**config.mk**
```make
export PLATFORM = sky130hd
export DESIGN_NAME = fssp_ctrl
export DESIGN_NICKNAME = d
export VERILOG_FILES = /design/src/sv/fssp_pkg.sv /design/src/sv/fssp_ctrl.sv
export SDC_FILE = /design/constraint.sdc
export NUM_CORES = 1
export LEC_CHECK = 0
export ABC_AREA = 1
export BUFFER_PORTS_ARGS = -buffer_cell sky130_fd_sc_hd__buf_2
export CAP_MARGIN = 40
export CORE_UTILIZATION = 38
export DETAILED_ROUTE_END_ITERATION = 10
export PLACE_DENSITY = 0.63
export SYNTH_ARGS = -nofsm -noshare
export SYNTH_HDL_FRONTEND = slang
export SYNTH_SLANG_ARGS = --single-unit
export TNS_END_PERCENT = 20
```
**constraint.sdc**
```tcl
create_clock -name clk -period 4.1 [get_ports clk]
set_input_delay 0.41 -clock clk [delete_from_list [all_inputs] [get_ports clk]]
set_output_delay 0.41 -clock clk [all_outputs]
set_load 0.005 [all_outputs]
```
**src/sv/fssp_pkg.sv**
```systemverilog
// Package for the faded segment sample player: constants, types, mu-law decode.
// Depends on nothing.
`default_nettype none
package fssp_pkg;

  localparam int BLOCK_SAMPLES = 128;
  localparam int MAX_WORD_OUT  = 16;
  localparam int BLK_CNT_W     = $clog2(BLOCK_SAMPLES + MAX_WORD_OUT);
  localparam int TBL_DEPTH     = 257;
  localparam int TBL_AW        = 9;
  localparam int DIV_STEPS     = 32;
  localparam int DIV_CNT_W     = $clog2(DIV_STEPS);

  localparam logic [1:0] OP_TBL_WR = 2'd0;
  localparam logic [1:0] OP_START  = 2'd1;
  localparam logic [1:0] OP_DATA   = 2'd2;
  localparam logic [1:0] OP_RSVD   = 2'd3;

  typedef enum logic [2:0] {
    ST_IDLE,
    ST_DIV,
    ST_MIX,
    ST_GAIN,
    ST_PROD,
    ST_OUT
  } ctrl_state_t;

  typedef struct packed {
    logic       tbl_wr;
    logic       start;
    logic       div_step;
    logic       word_ld;
    logic       mix;
    logic       gain;
    logic       prod;
    logic       next_src;
    logic [1:0] src_idx;
    logic [2:0] k;
  } dp_cmd_t;

  typedef struct packed {
    logic       playing;
    logic       pcm;
    logic [1:0] lg;
    logic       fin_pred;
  } dp_stat_t;

  function automatic logic signed [15:0] mulaw_decode(input logic [7:0] b);
    logic [7:0]  u;
    logic [15:0] base;
    logic [15:0] mag;
    u    = ~b;
    base = {9'd0, u[3:0], 3'd0} + 16'h0084;
    mag  = (base << u[6:4]) - 16'h0084;
    return u[7] ? -$signed(mag) : $signed(mag);
  endfunction

endpackage
`default_nettype wire

```
**src/sv/fssp_ctrl.sv**
```systemverilog
// Controller: accepts items, sequences the divider and per-sample steps.
// Depends on fssp_pkg.
`default_nettype none
module fssp_ctrl (
  input  wire logic               clk,
  input  wire logic               rst_n,
  input  wire logic               in_valid,
  input  wire logic [1:0]         in_op,
  output logic                    in_ready,
  output logic                    out_valid,
  input  wire logic               out_ready,
  output logic                    out_last,
  output logic                    out_finished,
  output fssp_pkg::dp_cmd_t       cmd,
  input  wire fssp_pkg::dp_stat_t stat
);
  import fssp_pkg::*;

  ctrl_state_t state_r, state_nxt;
  logic [DIV_CNT_W-1:0] cnt_r, cnt_nxt;
  logic [1:0] idx_r, idx_nxt;
  logic [2:0] k_r, k_nxt;
  logic       fin_r, fin_nxt;
  logic       acc, slot_end, word_end;
  logic [2:0] fct;

  assign acc      = in_valid && in_ready;
  assign fct      = 3'd1 << stat.lg;
  assign slot_end = k_r == fct;
  assign word_end = slot_end && (idx_r == (stat.pcm ? 2'd1 : 2'd3));

  always_ff @(posedge clk) begin
    if (!rst_n) begin
      state_r <= ST_IDLE;
      cnt_r <= '0;
      idx_r <= '0;
      k_r <= 3'd1;
      fin_r <= 1'b0;
    end else begin
      state_r <= state_nxt;
      cnt_r <= cnt_nxt;
      idx_r <= idx_nxt;
      k_r <= k_nxt;
      fin_r <= fin_nxt;
    end
  end

  always_comb begin
    state_nxt = state_r;
    cnt_nxt = cnt_r;
    idx_nxt = idx_r;
    k_nxt = k_r;
    fin_nxt = fin_r;
    cmd = '0;
    cmd.src_idx = idx_r;
    cmd.k = k_r;
    in_ready = 1'b0;
    out_valid = 1'b0;
    unique case (state_r)
      ST_IDLE: begin
        in_ready = 1'b1;
        if (acc) begin
          unique case (in_op)
            OP_TBL_WR: cmd.tbl_wr = 1'b1;
            OP_START: begin
              cmd.start = 1'b1;
              cnt_nxt = '0;
              state_nxt = ST_DIV;
            end
            OP_DATA: begin
              if (stat.playing) begin
                cmd.word_ld = 1'b1;
                fin_nxt = stat.fin_pred;
                idx_nxt = '0;
                k_nxt = 3'd1;
                state_nxt = ST_MIX;
              end
            end
            default: ;
          endcase
        end
      end
      ST_DIV: begin
        cmd.div_step = 1'b1;
        cnt_nxt = cnt_r + 1'b1;
        if (cnt_r == DIV_CNT_W'(DIV_STEPS - 1)) state_nxt = ST_IDLE;
      end
      ST_MIX: begin
        cmd.mix = 1'b1;
        state_nxt = ST_GAIN;
      end
      ST_GAIN: begin
        cmd.gain = 1'b1;
        state_nxt = ST_PROD;
      end
      ST_PROD: begin
        cmd.prod = 1'b1;
        state_nxt = ST_OUT;
      end
      ST_OUT: begin
        out_valid = 1'b1;
        if (out_ready) begin
          if (slot_end) begin
            cmd.next_src = 1'b1;
            k_nxt = 3'd1;
            idx_nxt = idx_r + 1'b1;
          end else begin
            k_nxt = k_r + 1'b1;
          end
          state_nxt = word_end ? ST_IDLE : ST_MIX;
        end
      end
      default: state_nxt = ST_IDLE;
    endcase
  end

  assign out_last = word_end;
  assign out_finished = fin_r;
endmodule
`default_nettype wire

```
==> impl_metrics.ini <==
[power]
switching_share_pct = 34.9
p_seq_share_pct = 40.9
comb_power_share_pct = 32.5
intPower_uw = 241
power.share.clock_pct = 26.6
power_per_cell_area_nw_per_um2 = 301
p_leak_uw = 0.000664
p_switching_uw = 129
ir_drop_mv = 0.238

[timing]
drv_slew = 0
tightest_slew_ps = 259
post-route-min-period_ps = 1830
fin_crit_sh_pct = 44.7
hold_viol = 0
fmax_mhz = 546
rsz0062_at_grt = false
finClkSkew_ps = 3.45
relSlewSlack_pct = 82.7
final.setup.tns_ps = 0
setup_viol = 0

[hold_path]
min_from = stat[0]
hold_class = input pin to flip-flop

[synth]
yosysTopAreaCellShare_pct = 27.4
synth_seq_cells = 14
synth_ff_type = dfxtp_1
synth.distinct_cells = 25
synth_nets = 163
synth_top_area_cell = dfxtp_1
synth.avg_cell_area_um2 = 6.88
synth_most_common_cell = nand2_1
synth_enable_flop_cells = 0
syn-cell-area_um2 = 1020
ys_top_cells_by_count = nand2_1, inv_1, nor2_1
synth-seq-area-share_pct = 27.4
yosysWarningCount = 0
syn_inst = 149
synth.area.top_cells = dfxtp_1, nand2_1, inv_1
synthArstFlopShare_pct = 0

[routing]
drc = 0
dr.pass1.iters = 4
finalWirelength_um = 2070
vias = 981
vias_per_cell = 4.67
route.antenna.remaining_nets = 0
drt_iter0_drc = 23
wl_per_cell_um = 9.85

[worst_setup_path]
critPathLaunchType = flip-flop
path_class = flip-flop to primary output
setup.worst_path.start = state_r[0]$_SDFFE_PN0P_
r2r-start = cnt_r[0]$_SDFFE_PN0P_
end_kind = primary output
crit_fanout = 5
cp.arrival_ps = 1420
crit_required_ps = 3690

[clock_network]
postCtsSetupBuffers = 0
clk_latency_ps = 280
h-tree-depth = 1
cts-resized-gates = 0
cts_hold_buf = 0
cts_tree = done
clock_path_buffers = 2
clk_pin_slew_ps = 80
cts_buffers = 3
root_buffer = clkbuf_4
cts_sinks = 14

[layout]
drive_gt1_share_pct = 31.1
nets = 195
area_delta_synth_final_pct = 20.4
nFillCells = 278
num_antenna_cells = 0
post-route-util_pct = 48.9

[die]
initial_core_util_pct = 40.6
io-pin-count = 28
die_w_um = 53.9
die_area_um2 = 2910
core_area_um2 = 2520
rows = 18
die_h_um = 53.9

[placement]
dp_hpwl_um = 1700
numPortBuffers = 27
routabilityCongestion = 0.850

[global_route]
grt_first_pass_wirelength_um = 3370
antenna_found_initial = 0
overflow = 0
grt_max_degree = 9
track_usage_pct = 16.2
grt_pass1_vias = 832

[run]
maxCapViolations = 0

[run_status]
status = completed
## area by class of cell
cell class,count,area [µm²],share of cell area [%]
multi-input cells,107,634,51.4
flip-flops and latches,14,280,22.7
repair buffers,27,135,11.0
inverters,28,110,8.93
well taps,30,37.5,3.04
clock buffers,4,36.3,2.94
## stage by stage
step                setup WS, ps  total power [µW]  instance area, µm²  hold slack (ps)  cells
global route                2180               397                1230              350    210
CTS                         2270               375                1230              352    210
finish                      2270               371                1230              354    210
detailed placement          2530               276                1200              462    206
floorplan                   2770               246                1020              443    149
global placement            2570               272                1200              455    206
## cells in the final DEF, fill, tap and decap left out, types with 3 or more instances in the layout
cell type   n
buf_2      27
nor3_1      4
o21ai_0     4
clkbuf_4    3
a21oi_1    11
inv_1      21
inv_2       6
nor2_1     16
nand2_4     5
nand2_1    34
dfxtp_1    14
nand3_1    12
ha_1        3
## worst paths after layout
path | slack, ps | depth (start not counted) | end
setup / recovery | 2270 | 6 | cmd[9]
setup reg to reg | 2660 | 9 | state_r[0]$_SDFFE_PN0P_
hold reg to reg | 470 | 2 | cnt_r[4]$_SDFFE_PN0P_
hold / removal | 350 | 3 | out_finished$_SDFFE_PN0P_
## power groups by stage
stage,clock network (µW),registers [µW],logic (µW)
after floorplan,0,154,91.9
after global placement,0,155,118
after detailed placement,0,155,121
after CTS,101,152,122
after global routing,110,153,135
final,98.5,152,120
## sequential cells by signal (all words and copies together), names as in the netlist
| name | cells |
|---|---|
| out_finished | 1 |
| idx_r | 2 |
| k_r | 3 |
| cnt_r | 5 |
| state_r | 3 |
## layer usage
metal	track usage (%)	wire [µm]	vias to the layer above
li1	-	-	532
met1	20.6	1030	425
met2	26.3	921	20
met3	2.54	76	4
met4	7.89	41	0
met5	0	0	-
## cell families after synthesis
family	synth area share (%)
flops	27.4
buf+inv	10.7
xor+xnor	1.71
fa+ha+maj	3.66
simple gates	46.8
compound gates	9.77
## critical path, cell delays in order, from the launching register on
cell	delay [ps]
dfxtp_1	390
nor2_4	200
nand2_4	100
inv_6	90
nand2_8	70
nor3_4	150
buf_2	150
No activity file was read; power rests on OpenSTA's default activity.
